===== config.mk =====
export PLATFORM = sky130hd
export DESIGN_NAME = rc_frame_parser_link_watchdog
export DESIGN_NICKNAME = d
export VERILOG_FILES = /design/src/rtl/rcfplw_pkg.sv /design/src/rtl/rc_frame_parser_link_watchdog.sv
export SDC_FILE = /design/constraint.sdc
export NUM_CORES = 1
export LEC_CHECK = 0
export ABC_AREA = 0
export BUFFER_PORTS_ARGS = -buffer_cell sky130_fd_sc_hd__buf_4
export CAP_MARGIN = 5
export CORE_AREA = 5 5 278 280
export CTS_CLUSTER_DIAMETER = 100
export DETAILED_ROUTE_END_ITERATION = 10
export DIE_AREA = 0 0 283 285
export GPL_TIMING_DRIVEN = 0
export PLACE_DENSITY = 0.6
export SETUP_SLACK_MARGIN = 0.02
export SYNTH_ARGS = -nofsm -noshare
export SYNTH_HDL_FRONTEND = slang
export SYNTH_SLANG_ARGS = --single-unit

===== constraint.sdc =====
create_clock -name i_clk -period 11.9 [get_ports i_clk]
set_input_delay 1.19 -clock i_clk [delete_from_list [all_inputs] [get_ports i_clk]]
set_output_delay 1.19 -clock i_clk [all_outputs]
set_load 0.02 [all_outputs]

===== src/rtl/rcfplw_pkg.sv =====
`default_nettype none

package rcfplw_pkg;

    typedef logic [2:0]         t_reg_idx;
    typedef logic signed [1:0]  t_sign;
    typedef logic [3:0]         t_ch_idx;
    typedef logic [10:0]        t_ch_val;

    localparam t_reg_idx REG_FRAME_HEAD    = 3'd0;
    localparam t_reg_idx REG_LINK_TIMEOUT  = 3'd1;
    localparam t_reg_idx REG_ROLL_SIGN     = 3'd2;
    localparam t_reg_idx REG_PITCH_SIGN    = 3'd3;
    localparam t_reg_idx REG_THROTTLE_SIGN = 3'd4;
    localparam t_reg_idx REG_YAW_SIGN      = 3'd5;

    localparam logic [7:0]  FRAME_HEAD_RESET   = 8'd170;
    localparam logic [15:0] LINK_TIMEOUT_RESET = 16'd500;
    localparam t_sign       SIGN_RESET         = 2'sd1;

    localparam t_sign SIGN_ZERO = 2'b00;
    localparam t_sign SIGN_POS  = 2'b01;
    localparam t_sign SIGN_NEG2 = 2'b10;
    localparam t_sign SIGN_NEG  = 2'b11;

    localparam logic OP_BYTE      = 1'b0;
    localparam logic OP_TICK      = 1'b1;
    localparam logic KIND_CHANNEL = 1'b0;
    localparam logic KIND_STATUS  = 1'b1;

    localparam int      CH_COUNT    = 10;
    localparam t_ch_idx CH_LAST_IDX = 4'd9;
    localparam int      STORE_N     = 16;

    localparam t_ch_val VAL_MIN = 11'd1000;
    localparam t_ch_val VAL_MID = 11'd1500;
    localparam t_ch_val VAL_MAX = 11'd2000;

    // |raw*sign| at or above full scale saturates at the span
    localparam logic [16:0] AXIS_FULL   = 17'd2047;
    localparam logic [8:0]  AXIS_SPAN   = 9'd500;
    // floor(a*500/2047) == (a*RECIP_MUL) >> RECIP_SHIFT for a < 2047
    localparam logic [30:0] RECIP_MUL   = 31'd1024501;
    localparam int          RECIP_SHIFT = 22;

    function automatic t_ch_val axis_value(input logic [7:0] lo, input logic [7:0] hi,
                                           input t_sign sg);
        logic signed [17:0] raw_ext;
        logic signed [17:0] prod_s;
        logic [16:0]        mag;
        logic [30:0]        prod;
        logic [8:0]         q;
        raw_ext = {{2{hi[7]}}, hi, lo};
        case (sg)
            SIGN_POS:  prod_s = raw_ext;
            SIGN_NEG:  prod_s = -raw_ext;
            SIGN_NEG2: prod_s = -(raw_ext <<< 1);
            default:   prod_s = '0;
        endcase
        mag  = prod_s[17] ? 17'(-prod_s) : prod_s[16:0];
        prod = 31'(mag[10:0]) * RECIP_MUL;
        if (mag >= AXIS_FULL) begin
            q = AXIS_SPAN;
        end else begin
            q = 9'(prod >> RECIP_SHIFT);
        end
        return prod_s[17] ? t_ch_val'(VAL_MID - 11'(q)) : t_ch_val'(VAL_MID + 11'(q));
    endfunction

endpackage

`default_nettype wire


===== src/rtl/rc_frame_parser_link_watchdog.sv =====
// Frame parser and link watchdog for a serial remote-control receiver.
// Input channel (i_valid/o_ready): one item per transfer, either a received
// byte or a time tick carrying the milliseconds since the previous tick.
// Output channel (o_valid/i_ready): a good frame gives ten channel results,
// channel 0 to 9, the last one flagged; a tick gives one status result.
// Configuration channel (i_cfg_valid/o_cfg_ready) is always ready; the user
// must write it only while the block is idle, the block does not enforce it.
// Throughput: one input transfer per cycle. Bytes are taken back to back;
// the byte that closes a frame waits until the previous frame's results and
// any pending status have left, and a tick waits for its one-entry slot.
// A tick passes the input register, the status slot and the result register;
// a closing byte passes the input register, r_calc, the channel buffer and
// the result register, then one channel per cycle as the receiver takes them.
// When the receiver stalls, the output register holds and bytes keep flowing
// until a closing byte or a second tick has to wait.
// Reset clears the frame position, the link state (age set to the reset
// timeout, link not seen) and all pending results, and loads register
// defaults.
`default_nettype none

module rc_frame_parser_link_watchdog #(
    parameter int FRAME_BYTES = 17
) (
    input  logic                  i_clk,
    input  logic                  i_rst_n,
    input  logic                  i_valid,
    output logic                  o_ready,
    input  logic                  i_operation,
    input  logic [7:0]            i_rx_byte,
    input  logic [15:0]           i_elapsed_ms,
    output logic                  o_valid,
    input  logic                  i_ready,
    output logic                  o_kind,
    output rcfplw_pkg::t_ch_idx   o_channel_index,
    output rcfplw_pkg::t_ch_val   o_channel_value,
    output logic                  o_last,
    output logic                  o_link_alive,
    input  logic                  i_cfg_valid,
    output logic                  o_cfg_ready,
    input  rcfplw_pkg::t_reg_idx  i_cfg_index,
    input  logic [15:0]           i_cfg_data
);
    import rcfplw_pkg::*;

    localparam int               POS_W         = $clog2(FRAME_BYTES);
    localparam logic [POS_W-1:0] POS_LAST      = POS_W'(FRAME_BYTES - 1);
    localparam logic [POS_W-1:0] POS_CHECK     = POS_W'(1);
    localparam logic [POS_W-1:0] POS_STORE_END = POS_W'(STORE_N);

    // configuration
    logic [7:0]  r_frame_head;
    logic [15:0] r_timeout;
    t_sign       r_roll_sign;
    t_sign       r_pitch_sign;
    t_sign       r_throttle_sign;
    t_sign       r_yaw_sign;

    assign o_cfg_ready = 1'b1;

    always_ff @(posedge i_clk) begin
        if (!i_rst_n) begin
            r_frame_head    <= FRAME_HEAD_RESET;
            r_timeout       <= LINK_TIMEOUT_RESET;
            r_roll_sign     <= SIGN_RESET;
            r_pitch_sign    <= SIGN_RESET;
            r_throttle_sign <= SIGN_RESET;
            r_yaw_sign      <= SIGN_RESET;
        end else if (i_cfg_valid) begin
            unique case (i_cfg_index)
                REG_FRAME_HEAD:    r_frame_head    <= i_cfg_data[7:0];
                REG_LINK_TIMEOUT:  r_timeout       <= i_cfg_data;
                REG_ROLL_SIGN:     r_roll_sign     <= i_cfg_data[1:0];
                REG_PITCH_SIGN:    r_pitch_sign    <= i_cfg_data[1:0];
                REG_THROTTLE_SIGN: r_throttle_sign <= i_cfg_data[1:0];
                REG_YAW_SIGN:      r_yaw_sign      <= i_cfg_data[1:0];
                default: begin
                end
            endcase
        end
    end

    // input register
    logic        r_in_valid;
    logic        r_in_op;
    logic [7:0]  r_in_byte;
    logic [15:0] r_in_el;

    always_ff @(posedge i_clk) begin
        if (!i_rst_n) begin
            r_in_valid <= 1'b0;
        end else if (o_ready) begin
            r_in_valid <= i_valid;
        end
    end

    always_ff @(posedge i_clk) begin
        if (o_ready && i_valid) begin
            r_in_op   <= i_operation;
            r_in_byte <= i_rx_byte;
            r_in_el   <= i_elapsed_ms;
        end
    end

    // state
    logic [POS_W-1:0] r_pos;
    logic [POS_W-1:0] n_pos;
    logic [7:0]       r_sum;
    logic [7:0]       r_store [STORE_N];
    logic [15:0]      r_age;
    logic             r_seen;
    logic             r_tk_valid;
    logic             r_tk_alive;
    logic             r_calc;
    logic             r_ch_busy;
    t_ch_idx          r_ch_idx;
    t_ch_val          r_ch_val [CH_COUNT];
    t_ch_val          ch_calc [CH_COUNT];
    logic             r_out_valid;
    logic             n_out_valid;

    logic        out_free;
    logic        ch_take;
    logic        tk_take;
    logic        is_tick;
    logic        at_last;
    logic        advance;
    logic        byte_go;
    logic        tick_go;
    logic [7:0]  sum_all;
    logic        frame_good;
    logic [16:0] age_sum;
    logic        link_live;
    logic        age_over;
    logic        tick_alive;

    assign out_free = !r_out_valid || i_ready;
    assign ch_take  = out_free && r_ch_busy;
    assign tk_take  = out_free && r_tk_valid && !r_ch_busy && !r_calc;

    assign is_tick = (r_in_op == OP_TICK);
    assign at_last = (r_pos == POS_LAST);
    assign advance = r_in_valid && (is_tick ? (!r_tk_valid || tk_take)
                                            : (!at_last || (!r_ch_busy && !r_calc && !r_tk_valid)));
    assign o_ready = !r_in_valid || advance;
    assign byte_go = advance && !is_tick;
    assign tick_go = advance && is_tick;

    assign sum_all    = 8'(r_sum + r_in_byte);
    assign frame_good = byte_go && at_last && (sum_all == r_store[0]);

    assign age_sum    = {1'b0, r_age} + {1'b0, r_in_el};
    assign link_live  = r_seen && (r_age < r_timeout);
    assign age_over   = age_sum >= {1'b0, r_timeout};
    assign tick_alive = link_live && !age_over;

    always_comb begin
        n_pos = r_pos;
        if (byte_go) begin
            if (r_pos == '0) begin
                n_pos = (r_in_byte == r_frame_head) ? POS_CHECK : '0;
            end else if (at_last) begin
                n_pos = '0;
            end else begin
                n_pos = r_pos + POS_CHECK;
            end
        end
    end

    always_ff @(posedge i_clk) begin
        if (!i_rst_n) begin
            r_pos <= '0;
        end else begin
            r_pos <= n_pos;
        end
    end

    // bytes 1..16 kept, byte 1 is the checksum
    always_ff @(posedge i_clk) begin
        if (byte_go && r_pos != '0 && r_pos <= POS_STORE_END) begin
            r_store[4'(r_pos - POS_CHECK)] <= r_in_byte;
        end
    end

    always_ff @(posedge i_clk) begin
        if (byte_go) begin
            if (r_pos == '0) begin
                r_sum <= r_in_byte;
            end else if (r_pos != POS_CHECK) begin
                r_sum <= sum_all;
            end
        end
    end

    always_ff @(posedge i_clk) begin
        if (!i_rst_n) begin
            r_age  <= LINK_TIMEOUT_RESET;
            r_seen <= 1'b0;
        end else if (frame_good) begin
            r_age  <= '0;
            r_seen <= 1'b1;
        end else if (tick_go && link_live) begin
            r_age <= age_over ? r_timeout : age_sum[15:0];
        end
    end

    // pending status result
    always_ff @(posedge i_clk) begin
        if (!i_rst_n) begin
            r_tk_valid <= 1'b0;
        end else if (tick_go) begin
            r_tk_valid <= 1'b1;
        end else if (tk_take) begin
            r_tk_valid <= 1'b0;
        end
    end

    always_ff @(posedge i_clk) begin
        if (tick_go) begin
            r_tk_alive <= tick_alive;
        end
    end

    // channel values, store index is byte number minus one
    always_comb begin
        ch_calc[0] = axis_value(r_store[5], r_store[6], r_roll_sign);
        ch_calc[1] = axis_value(r_store[7], r_store[8], r_pitch_sign);
        ch_calc[2] = axis_value(r_store[3], r_store[4], r_throttle_sign);
        ch_calc[3] = axis_value(r_store[1], r_store[2], r_yaw_sign);
        ch_calc[4] = (r_store[15] != '0) ? VAL_MIN : VAL_MAX;
        if (r_store[13] != '0 && r_store[14] == '0) begin
            ch_calc[5] = VAL_MID;
        end else if (r_store[13] == '0 && r_store[14] != '0) begin
            ch_calc[5] = VAL_MAX;
        end else begin
            ch_calc[5] = VAL_MIN;
        end
        for (int i = 0; i < 4; i++) begin
            ch_calc[6 + i] = (r_store[9 + i] != '0) ? VAL_MAX : VAL_MIN;
        end
    end

    always_ff @(posedge i_clk) begin
        if (!i_rst_n) begin
            r_calc    <= 1'b0;
            r_ch_busy <= 1'b0;
            r_ch_idx  <= '0;
        end else begin
            r_calc <= frame_good;
            if (r_calc) begin
                r_ch_busy <= 1'b1;
                r_ch_idx  <= '0;
            end else if (ch_take) begin
                if (r_ch_idx == CH_LAST_IDX) begin
                    r_ch_busy <= 1'b0;
                end
                r_ch_idx <= r_ch_idx + 4'd1;
            end
        end
    end

    always_ff @(posedge i_clk) begin
        if (r_calc) begin
            r_ch_val <= ch_calc;
        end else if (ch_take) begin
            for (int i = 0; i < CH_COUNT - 1; i++) begin
                r_ch_val[i] <= r_ch_val[i + 1];
            end
        end
    end

    // result register
    always_comb begin
        n_out_valid = r_out_valid;
        if (out_free) begin
            n_out_valid = ch_take || tk_take;
        end
    end

    always_ff @(posedge i_clk) begin
        if (!i_rst_n) begin
            r_out_valid <= 1'b0;
        end else begin
            r_out_valid <= n_out_valid;
        end
    end

    always_ff @(posedge i_clk) begin
        if (ch_take) begin
            o_kind          <= KIND_CHANNEL;
            o_channel_index <= r_ch_idx;
            o_channel_value <= r_ch_val[0];
            o_last          <= (r_ch_idx == CH_LAST_IDX);
            o_link_alive    <= 1'b0;
        end else if (tk_take) begin
            o_kind          <= KIND_STATUS;
            o_channel_index <= '0;
            o_channel_value <= '0;
            o_last          <= 1'b1;
            o_link_alive    <= r_tk_alive;
        end
    end

    assign o_valid = r_out_valid;

endmodule

`default_nettype wire


======== Word level (Yosys, flattened, before mapping) ========
Memories as Yosys holds them, arrays and structs flattened.
Index checks and enable logic that the tools add are counted.
cells by class
  magnitude comparators ................... 7
  reduce and logical (&&, ||, !) cells .... 60
  $mul .................................... 4
  shift-type cells ........................ 0
  bitwise gates (word level) .............. 1
  add/subtract/negate cells ............... 25
  equality and inequality tests ........... 22
  muxes and demuxes ....................... 47
  div/mod/pow operators ................... 0
operator list
  operator                                                                  number
  18-bit case mux with 3 select lines                                       4
  99-bit 2-to-1 mux                                                         2
  11-bit 2-to-1 mux                                                         13
  11-bit by 20-bit multiplier with 31-bit output (second input constant)    4
  16-bit negation with 18-bit output                                        4
  17-bit negation with 18-bit output                                        4
  17-bit by 11-bit >= comparator with 1-bit output (second input constant)  4
  17-bit 2-to-1 mux                                                         4
  17-bit negation                                                           4
  8-bit nonzero test                                                        7
  9-bit 2-to-1 mux                                                          6
  11-bit by 9-bit adder with 11-bit output (first input constant)           4
  11-bit by 9-bit subtractor with 11-bit output (first input constant)      4
  1-bit logical AND                                                         19
  16-bit by 16-bit adder with 17-bit output                                 1
  17-bit by 16-bit >= comparator with 1-bit output                          1
  2-bit == test (second input constant)                                     8
  8-bit == test                                                             2
  8-bit zero test                                                           2
  16-bit < comparator                                                       1
  16-bit 2-to-1 mux                                                         1
  8-bit 2-to-1 mux                                                          2
  2-bit AND reduction                                                       8
  2-bit nonzero test                                                        6
  22 further kinds                                                          51
storage, ports and cells
  output and inout bits ................... 21
  memories kept ........................... 1
  RAM bits ................................ 128
  register bits ........................... 225
  word-level logic and storage cells ...... 203
  latch bits .............................. 0
  memory bits (read-only) ................. 0
memories
  memory   depth  width  read ports  clocked after Yosys merged registers in  wr ports  line                                  text
  r_store  16     8      16          0                                        1         rc_frame_parser_link_watchdog.sv:108  logic [7:0] r_store [STORE_N];

======== Logic depth before layout (Yosys ltp) ========
  depth after elaboration ................. 13
  gate-level depth with buffers ........... 41
  gate-level depth less buffers ........... 39

======== Worst setup path after synthesis ========
No wires, ideal clock.
  path type ............................... register to register
  start point ............................. memory r_store[5][2]
  end point ............................... register r_ch_val[105] in the netlist's numbering, data pin
  path slack .............................. 3.008 ns
  arrival time ............................ 8.618 ns
  cell stages (with the launch flop) ...... 35
  path buffers ............................ 4
  period minus slack after synthesis ...... 8.892 ns
  setup time .............................. 0.274 ns
  path through ............................ edfxtp_1 -> clkbuf_1 -> or4_1 -> clkbuf_1 -> nor3_1 -> o21ai_0 -> a21boi_0 -> clkbuf_1 -> clkbuf_1 -> a21oi_1 -> xnor2_1 -> fa_1 -> inv_1 -> fa_1 -> fa_1 -> inv_1 -> fa_1 -> inv_1 -> fa_1 -> ha_1 -> a21o_1 -> a21o_1 -> a21o_1 -> a2111oi_0 -> o21ai_0 -> a221oi_1 -> o21ai_0 -> xor2_1 -> and2b_1 -> inv_1 -> ha_1 -> a31o_2 -> a21oi_1 -> xnor2_1 -> a31oi_1
RTL lines
  what                           line                                  text
  start, declared                rc_frame_parser_link_watchdog.sv:108
  end signal, assigned           rc_frame_parser_link_watchdog.sv:263  r_ch_val <= ch_calc;
  end signal, assigned by index  rc_frame_parser_link_watchdog.sv:266  r_ch_val[i] <= r_ch_val[i + 1];
  end, declared                  rc_frame_parser_link_watchdog.sv:116  t_ch_val r_ch_val [CH_COUNT];

======== Worst setup path in the final report ========
  start point ............................. register r_pitch_sign[0]
  end point ............................... register r_ch_val[94] in the netlist's numbering, data pin
on the way
  cells in the longest elaborated chain, start to end .. 9
  elaborated cells on any way between the ends .. 13
ends and longest elaborated chain
  what                                                                                                                line                                  text
  start, declared                                                                                                     rc_frame_parser_link_watchdog.sv:54   t_sign r_pitch_sign;
  start signal, assigned                                                                                              rc_frame_parser_link_watchdog.sv:73   REG_PITCH_SIGN: r_pitch_sign <= i_cfg_data[1:0];
  2-bit == test or 2-bit by 1-bit == test with 1-bit output (tied branches)                                           rcfplw_pkg.sv:54                      case (sg)
  18-bit case mux with 3 select lines *                                                                               rcfplw_pkg.sv:54
  17-bit negation                                                                                                     rcfplw_pkg.sv:60                      mag = prod_s[17] ? 17'(-prod_s) : prod_s[16:0];
  17-bit 2-to-1 mux                                                                                                   rcfplw_pkg.sv:60
  11-bit by 20-bit multiplier with 31-bit output or 17-bit by 11-bit >= comparator with 1-bit output (tied branches)  rcfplw_pkg.sv:61, rcfplw_pkg.sv:62
  9-bit 2-to-1 mux                                                                                                    rcfplw_pkg.sv:62                      if (mag >= AXIS_FULL) begin
  11-bit by 9-bit adder with 11-bit output or 11-bit by 9-bit subtractor with 11-bit output (tied branches)           rcfplw_pkg.sv:67                      return prod_s[17] ? t_ch_val'(VAL_MID - 11'(q)) : t_ch_val'(VAL_MID + 11'(q));
  11-bit 2-to-1 mux *                                                                                                 rcfplw_pkg.sv:67
  99-bit 2-to-1 mux *                                                                                                 rc_frame_parser_link_watchdog.sv:262  if (r_calc) begin
Mark *: on every way between the ends. The rest lies on a longest branch, timed or not.
A chain may end at the register's enable or synchronous reset.

==> flow_summary.yaml <==
placed_design:
  dp_cells: 4579
  place.port_buffers: 67
  post-place-ws_ns: 1.26
  hpwl_mm: 67.1
  place_congestion: 0.886
  place_area_um2: 34800
worst_setup_path:
  cpPeakStageDelay_ns: 0.58
  critical_path_class: "reg2reg"
  worstRegToRegCells: 37
  worstPathBufferInverterCount: 7
  end_kind: "register"
  cp_max_fo: 10
  start_kind: "register"
  cpLargestDelayFamily: "adder cells"
  worstReg2RegStart: "r_pitch_sign[0]"
  worst-endpoint-required_ns: 12.22
  crit_slowest_cell: "fa_1"
  ff2ff_setup_slack_ns: 1.21
  critical-path-top-cell-by-count: "fa_1"
  reg2reg_to: "r_ch_val[94]"
  worstPathArrival_ns: 11.01
layout:
  fin_area_um2: 36000
  nNetsFinal: 4357
  drive_gt1_share_pct: 5.59
  num_antenna_cells: 0
  areaGrowthSynthToFinish_pct: 8.81
  fin_cells: 4639
sta:
  finalSetupViolations: 0
  fmax_ghz: 0.0935
  period_share_pct: 89.9
  finalHoldViolCount: 0
  totalNegativeSetupSlack_ns: 0
  holdWs_ns: 0.452
  fin_ws_ns: 1.21
  rsz0062_at_grt: "no"
  slew_headroom_pct: 11.7
  period_needed_ns: 10.69
  clock_skew_ns: 0.0367
  worst_pin_slew_ns: 1.31
  drv_slew: 0
synth:
  yosysUniqueCellTypes: 94
  synth_async_sr_flop_share_pct: 0
  synth_fp_nets: 4252
  ys_ff_latch: 305
  syn_area_um2: 33100
  synth_edf_count: 240
  synthFlopType: "edfxtp_1"
  synth_cells: 3542
  avgSynthCellArea_um2: 9.33
  ys_seq_area_share_pct: 25.7
  yosys_warnings: 0
pwr:
  irDropWorstVdd_uv: 125
  p_leak_nw: 15.8
  powerDensity_nw_per_um2: 197
floorplanning:
  initial_core_util_pct: 44.6
  die_w_um: 283
  placementRows: 100
  ios: 70
  fp.coreArea_um2: 74200
  fp.dieArea_um2: 80700
  die_h_um: 285
route:
  drt-vias-per-instance: 5.51
  dr.pass1.iters: 5
  drt-total-wl_mm: 83.4
  dr_total_vias: 25600
  drc: 0
  detail_route.wl_per_cell_um: 18.0
  drt-initial-drc-count: 1660
  detail-route-antenna-nets: 0
grt:
  grt_usage_pct: 20.4
  antenna_found_initial: 0
  grt_pass1_vias: 25300
  grt_max_degree: 35
  overflow: 0
  grt_first_pass_wirelength_mm: 136
clock_network:
  cts.htree.levels: 2
  cts_setup_buffers: 0
  cts_buffer_depth: 3
  clk_latency_ns: 0.54
  cts_resized: 0
  cts_root_buf: "clkbuf_16"
  cts_buffers: 34
  tritoncts: "yes"
  clkTransAtPathRegs_ns: 0.06
  postCtsHoldBufs: 0
  cts.sinks: 305
hold_path:
  min_to: "r_seen"
  hp-class: "reg2reg"
  hold_depth: 2
  min_from: "r_seen"
run:
  maxCapViolCount: 0
status:
  status: "completed"
[per-layer routing]
layer  vias up  track usage [%]  wire length, um
met3        75             2.34             4000
met1     12300             28.9            39200
met4         0             3.31             1170
met2       558             34.6            38900
met5         -                0                0
li1      12700                -                -
[cell type report]
type                    instances  area (um^2)
fillers                      7100        38200
multi-input cells            2564        22000
flip-flops and latches        305         8510
inverters                     556         2090
well taps                     969         1210
clock buffers                  41          897
repair buffers                 69          536
plain buffers                 117          465
clock inverters                18          265
[cells in the mapped netlist (11+ instances only)]
library cell | number | share of area [%]
a211oi_1 | 35 | 0.79
a21o_1 | 44 | 1.0
a21oi_1 | 178 | 2.7
a221oi_1 | 16 | 0.42
a22oi_1 | 14 | 0.32
a31oi_1 | 46 | 0.87
a32oi_1 | 11 | 0.29
and2_1 | 25 | 0.47
and3_1 | 40 | 0.76
buf_1 | 13 | 0.15
clkbuf_1 | 91 | 1.0
dfxtp_1 | 65 | 3.9
edfxtp_1 | 240 | 22
fa_1 | 238 | 14
ha_1 | 423 | 16
inv_1 | 549 | 6.2
mux2_2 | 14 | 0.48
mux2i_1 | 45 | 1.4
nand2_1 | 242 | 2.7
nand2b_1 | 38 | 0.72
nand3_1 | 74 | 1.1
nand4_1 | 52 | 0.98
nor2_1 | 213 | 2.4
nor2b_1 | 32 | 0.61
nor3_1 | 54 | 0.82
nor4_1 | 44 | 0.83
o211ai_1 | 31 | 0.70
o21a_1 | 34 | 0.77
o21ai_0 | 122 | 1.8
o21bai_1 | 15 | 0.34
o31ai_1 | 22 | 0.50
or2_2 | 17 | 0.32
or3_1 | 26 | 0.49
or4_1 | 16 | 0.36
xnor2_1 | 113 | 3.0
xor2_1 | 82 | 2.2
[placed cells by master, fill, tap and decap left out, drive strengths merged, types with 94 or more instances in the layout]
cell,instances
fa,238
inv,554
a21oi,179
edfxtp,240
xnor2,113
o21ai,122
nor2,215
nand2,243
clkbuf,132
buf,94
ha,423
[flip-flops by register name (all words and copies together), names as in the netlist, 4 cells and up]
| name | flops |
|---|---|
| r_in_el | 16 |
| o_channel_value | 11 |
| r_pos | 5 |
| r_frame_head | 8 |
| r_in_byte | 8 |
| r_age | 16 |
| o_channel_index | 4 |
| r_sum | 8 |
| r_ch_idx | 4 |
| r_store | 128 |
| r_ch_val | 62 |
| r_timeout | 16 |
[tightest hold or removal path, cell delays in order (launching register included)]
cell and delay [ns]:
dfxtp_1 0.31, inv_1 0.05, a21oi_1 0.05
[where the power goes]
| part | internal, mW | switching [mW] |
|---|---|---|
| clock network | 0.655 | 0.448 |
| logic | 1.99 | 2.81 |
| registers | 1.16 | 0.0196 |
[through the flow]
stage | power, mW | util [%]
finish | 7.08 | 48.5
floorplan | 4.91 | -
global route | 7.85 | 48.5
detailed placement | 6.00 | 46.9
CTS | 7.15 | 48.5
global placement | 5.98 | 46.9
[kinds of logic after synthesis]
family / after synthesis / synth area share [%]
adder cells (fa/ha/maj): 661 / 30.4
AO/OA/AOI/OAI: 711 / 14.6
other: 1 / 0.0113
multiplexers: 59 / 1.84
buffers and inverters: 673 / 7.72
flip-flops: 305 / 25.7
AND/OR/NAND/NOR: 937 / 14.5
XOR/XNOR: 195 / 5.17
[worst max-delay path by stage]
stage,startpoint,to,depth (start not counted)
detailed placement,r_pitch_sign[0],r_ch_val[94],37
CTS,r_pitch_sign[0],r_ch_val[94],37
global placement,r_pitch_sign[0],r_ch_val[94],38
finish,r_pitch_sign[0],r_ch_val[94],37
global route,r_store[1][0],r_ch_val[74],38
floorplan,r_store[5][2],r_ch_val[105],34
No activity file was read; power rests on OpenSTA's default activity.
